===== src/hdl/kmhd_pkg.sv =====
// Shared types and constants for the key matrix history debouncer.
`default_nettype none

package kmhd_pkg;

    localparam int HIST_W    = 8;
    localparam int ROW_W     = 16;
    localparam int TOTAL_W   = 8;
    localparam int CFG_IDX_W = 2;
    localparam int CFG_DAT_W = 8;

    localparam logic [HIST_W-1:0]  HIST_TOP   = 8'h80;
    localparam logic [HIST_W-1:0]  HIST_FULL  = 8'hFF;
    localparam logic [TOTAL_W-1:0] TOTAL_SAT  = 8'hFF;
    localparam int                 TOTAL_MAX  = 255;

    localparam logic [CFG_IDX_W-1:0] CFG_PRESS_SIXKEY = 2'd0;
    localparam logic [CFG_IDX_W-1:0] CFG_PRESS_NKEY   = 2'd1;
    localparam logic [CFG_IDX_W-1:0] CFG_RELEASE      = 2'd2;
    localparam logic [CFG_IDX_W-1:0] CFG_NKEY_MODE    = 2'd3;

    typedef struct packed {
        logic [HIST_W-1:0] press_sixkey;
        logic [HIST_W-1:0] press_nkey;
        logic [HIST_W-1:0] release_thr;
        logic              nkey_mode;
    } t_cfg;

    typedef struct packed {
        logic       in_range;
        logic [2:0] row;
        logic [3:0] pos;
        logic [3:0] col;
        logic       press;
    } t_cmd;

    typedef struct packed {
        logic [ROW_W-1:0]   row_bits;
        logic               key_down;
        logic               changed;
        logic [TOTAL_W-1:0] total;
    } t_res;

endpackage

`default_nettype wire


===== src/hdl/kmhd_queue.sv =====
// Two-entry queue used between the front and back ends and on the result side.
`default_nettype none

module kmhd_queue #(
    parameter int WIDTH = 8
) (
    input  wire logic             i_clk,
    input  wire logic             i_rst_n,
    input  wire logic             i_push,
    input  wire logic [WIDTH-1:0] i_data,
    output logic                  o_full,
    input  wire logic             i_pop,
    output logic [WIDTH-1:0]      o_data,
    output logic                  o_empty
);

    logic [WIDTH-1:0] r_mem [2];
    logic             r_wp;
    logic             r_rp;
    logic [1:0]       r_cnt;
    logic [1:0]       n_cnt;
    logic             push_ok;
    logic             pop_ok;

    assign o_full  = (r_cnt == 2'd2);
    assign o_empty = (r_cnt == 2'd0);
    assign o_data  = r_mem[r_rp];
    assign push_ok = i_push && !o_full;
    assign pop_ok  = i_pop && !o_empty;

    always_comb begin
        n_cnt = r_cnt;
        if (push_ok && !pop_ok) begin
            n_cnt = r_cnt + 2'd1;
        end else if (pop_ok && !push_ok) begin
            n_cnt = r_cnt - 2'd1;
        end
    end

    always_ff @(posedge i_clk) begin
        if (!i_rst_n) begin
            r_wp  <= 1'b0;
            r_rp  <= 1'b0;
            r_cnt <= 2'd0;
        end else begin
            r_cnt <= n_cnt;
            if (push_ok) begin
                r_wp <= !r_wp;
            end
            if (pop_ok) begin
                r_rp <= !r_rp;
            end
        end
    end

    always_ff @(posedge i_clk) begin
        if (push_ok) begin
            r_mem[r_wp] <= i_data;
        end
    end

endmodule

`default_nettype wire


===== src/hdl/kmhd_front.sv =====
// Front end: accepts raw samples, range-checks them and maps scan position to column.
`default_nettype none

module kmhd_front #(
    parameter int ROWS      = 8,
    parameter int POSITIONS = 16
) (
    input  wire logic       i_push,
    input  wire logic       i_q_full,
    input  wire logic [2:0] i_row_index,
    input  wire logic [3:0] i_scan_position,
    input  wire logic       i_pressed,
    output logic            o_q_push,
    output kmhd_pkg::t_cmd  o_cmd
);

    logic in_range;

    assign in_range = (int'(i_row_index) < ROWS) && (int'(i_scan_position) < POSITIONS);

    assign o_q_push = i_push && !i_q_full;

    always_comb begin
        o_cmd.in_range = in_range;
        o_cmd.row      = i_row_index;
        o_cmd.pos      = i_scan_position;
        // odd positions land in the upper half of the row
        o_cmd.col      = {i_scan_position[0], i_scan_position[3:1]};
        o_cmd.press    = i_pressed;
    end

endmodule

`default_nettype wire


===== src/hdl/kmhd_back.sv =====
// Back end: history store read-modify-write, debounce decision, row state and key count.
`default_nettype none

module kmhd_back #(
    parameter int ROWS      = 8,
    parameter int POSITIONS = 16
) (
    input  wire logic           i_clk,
    input  wire logic           i_rst_n,
    input  wire kmhd_pkg::t_cfg i_cfg,
    input  wire logic           i_cmd_vld,
    input  wire kmhd_pkg::t_cmd i_cmd,
    output logic                o_cmd_pop,
    output logic                o_res_vld,
    output kmhd_pkg::t_res      o_res,
    input  wire logic           i_res_ready
);

    localparam int DEPTH = ROWS * POSITIONS;
    localparam int SW    = (DEPTH > 1) ? $clog2(DEPTH) : 1;
    localparam int RW    = (ROWS > 1) ? $clog2(ROWS) : 1;
    localparam int CW    = $clog2(DEPTH + 1);

    logic [kmhd_pkg::HIST_W-1:0] r_mem [DEPTH];
    logic [DEPTH-1:0]            r_vld_bits;
    logic [kmhd_pkg::ROW_W-1:0]  r_rows [ROWS];
    logic [CW-1:0]               r_cnt;
    logic [CW-1:0]               n_cnt;

    logic                        r_b_vld;
    kmhd_pkg::t_cmd              r_b_cmd;
    logic [kmhd_pkg::HIST_W-1:0] r_rd_q;
    logic                        r_rd_ok;
    logic                        r_byp;
    logic [kmhd_pkg::HIST_W-1:0] r_byp_data;

    logic                        ready_b;
    logic                        b_fire;
    logic                        b_wr;
    logic [SW-1:0]               a_slot;
    logic [SW-1:0]               b_slot;
    logic [RW-1:0]               b_row;
    logic [kmhd_pkg::HIST_W-1:0] hist_old;
    logic [kmhd_pkg::HIST_W-1:0] hist_new;
    logic [kmhd_pkg::HIST_W-1:0] thr;
    logic [kmhd_pkg::ROW_W-1:0]  mask;
    logic [kmhd_pkg::ROW_W-1:0]  row_prev;
    logic [kmhd_pkg::ROW_W-1:0]  after;
    logic                        was_down;
    logic                        is_down;

    assign b_fire    = r_b_vld && i_res_ready;
    assign ready_b   = !r_b_vld || i_res_ready;
    assign o_cmd_pop = i_cmd_vld && ready_b;
    assign b_wr      = b_fire && r_b_cmd.in_range;

    assign a_slot = SW'(int'(i_cmd.row) * POSITIONS + int'(i_cmd.pos));
    assign b_slot = SW'(int'(r_b_cmd.row) * POSITIONS + int'(r_b_cmd.pos));
    assign b_row  = RW'(r_b_cmd.row);

    // forwarded write wins over the store, an unwritten entry reads as zero
    assign hist_old = r_byp ? r_byp_data : (r_rd_ok ? r_rd_q : '0);
    assign hist_new = {r_b_cmd.press, hist_old[kmhd_pkg::HIST_W-1:1]};
    assign thr      = i_cfg.nkey_mode ? i_cfg.press_nkey : i_cfg.press_sixkey;
    assign mask     = kmhd_pkg::ROW_W'(1) << r_b_cmd.col;
    assign row_prev = r_rows[b_row];

    always_comb begin
        after = row_prev;
        if (hist_new != '0 && hist_new != kmhd_pkg::HIST_FULL) begin
            if (hist_new >= thr) begin
                after = row_prev | mask;
            end else if (hist_new <= i_cfg.release_thr) begin
                after = row_prev & ~mask;
            end
        end
    end

    assign was_down = (row_prev & mask) != '0;
    assign is_down  = (after & mask) != '0;

    always_comb begin
        n_cnt = r_cnt;
        if (r_b_cmd.in_range) begin
            if (is_down && !was_down) begin
                n_cnt = r_cnt + CW'(1);
            end else if (!is_down && was_down && r_cnt != '0) begin
                n_cnt = r_cnt - CW'(1);
            end
        end
    end

    assign o_res_vld = r_b_vld;

    always_comb begin
        o_res.row_bits = r_b_cmd.in_range ? after : '0;
        o_res.key_down = r_b_cmd.in_range && is_down;
        o_res.changed  = r_b_cmd.in_range && (is_down != was_down);
        o_res.total    = (int'(n_cnt) > kmhd_pkg::TOTAL_MAX) ? kmhd_pkg::TOTAL_SAT
                                                           : kmhd_pkg::TOTAL_W'(n_cnt);
    end

    always_ff @(posedge i_clk) begin
        if (!i_rst_n) begin
            r_b_vld    <= 1'b0;
            r_vld_bits <= '0;
            r_cnt      <= '0;
            for (int i = 0; i < ROWS; i++) begin
                r_rows[i] <= '0;
            end
        end else begin
            if (ready_b) begin
                r_b_vld <= i_cmd_vld;
            end
            if (b_wr) begin
                r_vld_bits[b_slot] <= 1'b1;
                r_rows[b_row]      <= after;
                r_cnt              <= n_cnt;
            end
        end
    end

    always_ff @(posedge i_clk) begin
        if (o_cmd_pop) begin
            r_b_cmd    <= i_cmd;
            r_byp      <= b_wr && (b_slot == a_slot);
            r_byp_data <= hist_new;
            r_rd_ok    <= i_cmd.in_range && r_vld_bits[a_slot];
        end
    end

    always_ff @(posedge i_clk) begin
        if (o_cmd_pop && i_cmd.in_range) begin
            r_rd_q <= r_mem[a_slot];
        end
        if (b_wr) begin
            r_mem[b_slot] <= hist_new;
        end
    end

endmodule

`default_nettype wire


===== src/hdl/key_matrix_history_debouncer.sv =====
// Top level of the key matrix history debouncer.
//
//   channel   direction  handshake            payload
//   sample    in         push / full          i_row_index, i_scan_position, i_pressed
//   result    out        empty / pop          o_row_bits, o_key_down, o_changed,
//                                             o_keys_down_total
//   config    in         i_cfg_wr_en          i_cfg_index, i_cfg_wdata
//
// One transaction per cycle sustained while the result side keeps popping.
// The history store is read through a register, with same-key
// forwarding so back-to-back samples of one key see the fresh history.
// Reset clears the control state but not the history store; entries carry valid bits.
// Input and result sides each have a two-entry queue; a stalled result side backs up into the input.
`default_nettype none

module key_matrix_history_debouncer #(
    parameter int ROWS      = 8,
    parameter int POSITIONS = 16
) (
    input  wire logic                               i_clk,
    input  wire logic                               i_rst_n,
    input  wire logic                               push,
    output logic                                    full,
    input  wire logic [2:0]                         i_row_index,
    input  wire logic [3:0]                         i_scan_position,
    input  wire logic                               i_pressed,
    output logic                                    empty,
    input  wire logic                               pop,
    output logic [kmhd_pkg::ROW_W-1:0]              o_row_bits,
    output logic                                    o_key_down,
    output logic                                    o_changed,
    output logic [kmhd_pkg::TOTAL_W-1:0]            o_keys_down_total,
    input  wire logic                               i_cfg_wr_en,
    input  wire logic [kmhd_pkg::CFG_IDX_W-1:0]     i_cfg_index,
    input  wire logic [kmhd_pkg::CFG_DAT_W-1:0]     i_cfg_wdata
);

    kmhd_pkg::t_cfg r_cfg;
    kmhd_pkg::t_cmd front_cmd;
    kmhd_pkg::t_cmd q_cmd;
    kmhd_pkg::t_res back_res;
    kmhd_pkg::t_res out_res;
    logic           q_push;
    logic           q_empty;
    logic           q_pop;
    logic           res_vld;
    logic           res_full;

    always_ff @(posedge i_clk) begin
        if (!i_rst_n) begin
            r_cfg.press_sixkey <= 8'd224;
            r_cfg.press_nkey   <= 8'd192;
            r_cfg.release_thr  <= 8'd15;
            r_cfg.nkey_mode    <= 1'b0;
        end else if (i_cfg_wr_en) begin
            case (i_cfg_index)
                kmhd_pkg::CFG_PRESS_SIXKEY: r_cfg.press_sixkey <= i_cfg_wdata;
                kmhd_pkg::CFG_PRESS_NKEY:   r_cfg.press_nkey   <= i_cfg_wdata;
                kmhd_pkg::CFG_RELEASE:      r_cfg.release_thr  <= i_cfg_wdata;
                kmhd_pkg::CFG_NKEY_MODE:    r_cfg.nkey_mode    <= i_cfg_wdata[0];
                default: begin
                end
            endcase
        end
    end

    kmhd_front #(
        .ROWS      (ROWS),
        .POSITIONS (POSITIONS)
    ) u_front (
        .i_push          (push),
        .i_q_full        (full),
        .i_row_index     (i_row_index),
        .i_scan_position (i_scan_position),
        .i_pressed       (i_pressed),
        .o_q_push        (q_push),
        .o_cmd           (front_cmd)
    );

    kmhd_queue #(
        .WIDTH ($bits(kmhd_pkg::t_cmd))
    ) u_cmd_q (
        .i_clk   (i_clk),
        .i_rst_n (i_rst_n),
        .i_push  (q_push),
        .i_data  (front_cmd),
        .o_full  (full),
        .i_pop   (q_pop),
        .o_data  (q_cmd),
        .o_empty (q_empty)
    );

    kmhd_back #(
        .ROWS      (ROWS),
        .POSITIONS (POSITIONS)
    ) u_back (
        .i_clk       (i_clk),
        .i_rst_n     (i_rst_n),
        .i_cfg       (r_cfg),
        .i_cmd_vld   (!q_empty),
        .i_cmd       (q_cmd),
        .o_cmd_pop   (q_pop),
        .o_res_vld   (res_vld),
        .o_res       (back_res),
        .i_res_ready (!res_full)
    );

    kmhd_queue #(
        .WIDTH ($bits(kmhd_pkg::t_res))
    ) u_res_q (
        .i_clk   (i_clk),
        .i_rst_n (i_rst_n),
        .i_push  (res_vld),
        .i_data  (back_res),
        .o_full  (res_full),
        .i_pop   (pop),
        .o_data  (out_res),
        .o_empty (empty)
    );

    assign o_row_bits        = out_res.row_bits;
    assign o_key_down        = out_res.key_down;
    assign o_changed         = out_res.changed;
    assign o_keys_down_total = out_res.total;

endmodule

`default_nettype wire


===== config.mk =====
export PLATFORM = sky130hd
export DESIGN_NAME = key_matrix_history_debouncer
export DESIGN_NICKNAME = d
export VERILOG_FILES = /design/src/hdl/kmhd_pkg.sv /design/src/hdl/kmhd_queue.sv /design/src/hdl/kmhd_front.sv /design/src/hdl/kmhd_back.sv /design/src/hdl/key_matrix_history_debouncer.sv
export SDC_FILE = /design/constraint.sdc
export NUM_CORES = 2
export LEC_CHECK = 0
export BUFFER_PORTS_ARGS = -buffer_cell sky130_fd_sc_hd__buf_2
export CAP_MARGIN = 30
export CORE_MARGIN = 5
export CORE_UTILIZATION = 55
export CTS_CLUSTER_DIAMETER = 150
export DETAILED_ROUTE_END_ITERATION = 8
export PLACE_DENSITY = 0.68
export SETUP_SLACK_MARGIN = 0.1
export SKIP_CTS_REPAIR_TIMING = 1
export SLEW_MARGIN = 20
export SYNTH_ARGS = -nofsm -noshare
export SYNTH_HDL_FRONTEND = slang
export SYNTH_SLANG_ARGS = --single-unit
export TNS_END_PERCENT = 5

===== constraint.sdc =====
create_clock -name i_clk -period 6.6 [get_ports i_clk]
set_input_delay 0.33 -clock i_clk [delete_from_list [all_inputs] [get_ports i_clk]]
set_output_delay 0.33 -clock i_clk [all_outputs]
set_load 0.02 [all_outputs]

==> flow_metrics.env <==
export IMPL_wl_per_cell_um=25.9
export IMPL_drt_iter0_markers=3776
export IMPL_synth_distinct_cells=62
export IMPL_pre_cts_ws_ps=1260
export IMPL_slowest_delay_ps=720
export IMPL_start_util_pct=55.3
export IMPL_synthesis_nets=3702
export IMPL_endpoint="u_back.r_cnt[5]$_SDFFE_PN0P_"
export IMPL_synth_cell_area_sq_um=52400
export IMPL_fmax_mhz=187
export IMPL_io_pins=51
export IMPL_critPathMaxFanout=78
export IMPL_fp_dieH_um=319
export IMPL_peakVddDrop_v=0.000280
export IMPL_firstDrtPassIters=5
export IMPL_grt_max_degree=179
export IMPL_path_buf_inv=1
export IMPL_synth_edf_count=1116
export IMPL_clock_sinks=1291
export IMPL_slew_headroom_pct=25.8
export IMPL_worst_pin_slew_ps=1110
export IMPL_worstPathCellList="nor2b_1, a22o_4, ha_1, a21oi_1, o221ai_1, a221o_1, a2111oi_4, buf_4, o21ai_0, ha_1, or4_1, o22ai_1, xor2_1, nand2_1, a21boi_0"
export IMPL_period_minus_slack_ps=5350
export IMPL_clk_pin_slew_ps=60
export IMPL_grt_overflow_total=0
export IMPL_yosysWarnings=0
export IMPL_grt_pass1_vias=30600
export IMPL_timing_rr_end="u_back.r_cnt[5]$_SDFFE_PN0P_"
export IMPL_r2r_start="u_back.r_byp$_DFFE_PP_"
export IMPL_seq_area_sq_um=37000
export IMPL_arrival_ps=5990
export IMPL_worstSetupEndpointType="register"
export IMPL_clock_skew_final_ps=23.0
export IMPL_fp_row_count=113
export IMPL_fin_util_pct=61.8
export IMPL_fin_ws_ps=1250
export IMPL_gp_congestion=0.875
export IMPL_drive_above_1_share_pct=11.3
export IMPL_hold_path_class="input pin to register"
export IMPL_critical_path_top_delay_family="compound AO/OA/AOI/OAI gates"
export IMPL_finalNetCount=3753
export IMPL_clk_latency_ps=740
export IMPL_setup_viol_count_final=0
export IMPL_slew_viol_final=0
export IMPL_hold_viol_final=0
export IMPL_maxCapViolCount=0
export IMPL_async_flop_share_pct=0
export IMPL_drt_wl_total_mm=132
export IMPL_die_area_sq_um=102000
export IMPL_syn_avg_cell_area_sq_um=14.3
export IMPL_crit_start="u_back.r_byp$_DFFE_PP_"
export IMPL_synth_cells=3658
export IMPL_htree_levels=4
export IMPL_slowest_stage="a22o_4"
export IMPL_cp_common_cell="ha_1"
export IMPL_criticalPathCategory="register to register"
export IMPL_cts_tree="yes"
export IMPL_antenna_found_initial=0
export IMPL_reg2reg_slack_ps=1250
export IMPL_core_area_sq_um=94900
export IMPL_synth_ff_type="edfxtp_1"
export IMPL_clock_root_buffer="clkbuf_16"
export IMPL_drc=0
export IMPL_grtUsageTotal_pct=25.4
export IMPL_numCtsBuffers=134
export IMPL_cp_required_ps=7240
export IMPL_layout_commonest_cell="edfxtp_1"
export IMPL_seq_area_frac_synth_pct=70.6
export IMPL_powerDensity_nw_per_um2=431
export IMPL_fin_tns_setup_ps=0
export IMPL_dp_final_hpwl_mm=78.0
export IMPL_final_cell_mix="1,116 x edfxtp_1, 456 x nand2_1, 363 x mux2i_1"
export IMPL_ant_nets=0
export IMPL_crit_cells=15
export IMPL_startpoint_type="register"
export IMPL_clockBufferDepth=3
export IMPL_area_growth_pct=11.8
export IMPL_status="complete, no violations"
export IMPL_total_leakage_power_nw=20.4
export IMPL_r2r_cells=15
export IMPL_die_x_um=319
export IMPL_viasPerCell=6.21
export IMPL_timing_hold_ws_ps=19.3
export IMPL_portBuffers=50
export IMPL_rsz0062_at_grt="false"
export IMPL_finalCritPeriodShare_pct=81.1
export IMPL_multiInputGateArea_sq_um=14300
export IMPL_grt_pass1_wl_mm=196
export IMPL_hp_start="i_cfg_index[1]"
export IMPL_vias=31600
export IMPL_fill_cells=7048
export IMPL_synth_seq_cells=1291
-- kinds of logic after synthesis --
family | after synthesis | share of synthesized area (%)
xor gates and xnor gates | 20 | 0.334
and+or+nand+nor | 1044 | 8.52
DFF | 1291 | 70.6
muxes | 442 | 9.68
buffers and inverters | 269 | 2.40
AOI/OAI and AO/OA | 571 | 7.97
adders and majority gates | 21 | 0.501
-- cell usage after synthesis, types with 12 or more instances --
library cell | instances | area (sq um)
edfxtp_1 | 1116 | 33500
nand2_1 | 461 | 1730
mux2i_1 | 364 | 3640
nor2_1 | 283 | 1060
dfxtp_1 | 175 | 3500
nand3_1 | 170 | 851
o21a_1 | 132 | 991
o221ai_1 | 129 | 1130
a21oi_1 | 118 | 591
clkbuf_1 | 115 | 432
buf_2 | 49 | 245
mux4_2 | 48 | 1080
inv_1 | 43 | 161
a31oi_1 | 30 | 188
mux2_2 | 28 | 315
o22ai_1 | 27 | 169
buf_4 | 25 | 188
buf_1 | 24 | 90.1
and3_1 | 22 | 138
a21boi_0 | 21 | 158
ha_1 | 21 | 263
o21ai_0 | 19 | 95.1
o32ai_1 | 18 | 158
nor3_1 | 17 | 85.1
nor4_1 | 17 | 106
a41oi_1 | 16 | 140
nor2b_1 | 15 | 93.8
xnor2_1 | 14 | 123
and2_1 | 13 | 81.3
buf_6 | 12 | 135
-- worst min-delay path: stages --
cell and delay [ps]:
buf_2 130, nand3_1 80, mux2i_1 70, nor2b_1 90
-- report_power, final --
part,switching [mW],internal [mW],leakage (nW)
Sequential,0.265,10.5,11.7
Clock,3.06,4.36,2.12
Combinational,5.10,1.99,6.50
Total,8.43,16.8,20.4
-- worst min-delay path by stage --
stage	slack, ps	cells after the start	end
floorplan	430	0	u_cmd_q.r_mem[0][0]$_DFFE_PP_
global placement	440	1	u_back.r_vld_bits[108]$_SDFFE_PN0P_
detailed placement	450	1	u_back.r_vld_bits[77]$_SDFFE_PN0P_
CTS	-260	1	u_cmd_q.r_mem[1][11]$_DFFE_PP_
global route	40	2	r_cfg[24]$_SDFFE_PN1P_
finish	20	4	r_cfg[0]$_SDFFE_PN0P_
-- per-layer routing --
layer  part of all wire [%]  global-route usage, %  wire length (um)  vias up
met3                    9.0                   4.91             11800      232
met1                     42                   37.1             55300    15900
li1                       -                      -                 -    14000
met4                    3.0                   8.06              3970        0
met5                      0                      0                 0        -
met2                     46                   39.1             60700     1469
-- area by class of cell --
| class | count | share of cell area, % |
|---|---|---|
| Sequential cell | 1291 | 63.2 |
| Multi-Input combinational cell | 2098 | 24.5 |
| Clock buffer | 204 | 6.65 |
| Tap cell | 1265 | 2.70 |
| Timing Repair Buffer | 140 | 1.92 |
| Clock inverter | 44 | 0.756 |
| Inverter | 44 | 0.314 |
| Antenna cell | 1 | 0.00427 |
-- flip-flops by register name, summed over array words and instances (netlist names), 3 cells and up, named ones only --
| name | count |
|---|---|
| r_cfg | 25 |
| u_back.b_row | 3 |
| u_back.r_b_cmd | 4 |
| u_back.r_byp_data | 7 |
| u_back.r_cnt | 8 |
| u_back.r_mem | 896 |
| u_back.r_rd_q | 7 |
| u_back.r_rows | 128 |
| u_back.r_vld_bits | 128 |
| u_cmd_q.r_mem | 16 |
| u_res_q.r_mem | 52 |
-- per-stage QoR --
stage / cell area, sq um / instances / power [mW]
2_1_floorplan: 52400 / 3658 / 15.3
3_3_place_gp: 53900 / 4810 / 17.7
3_5_place_dp: 54000 / 4815 / 17.9
4_1_cts: 58300 / 5063 / 25.2
5_1_grt: 58600 / 5086 / 26.2
6_report: 58600 / 5087 / 25.2
Power figures use the tool's default switching activity.
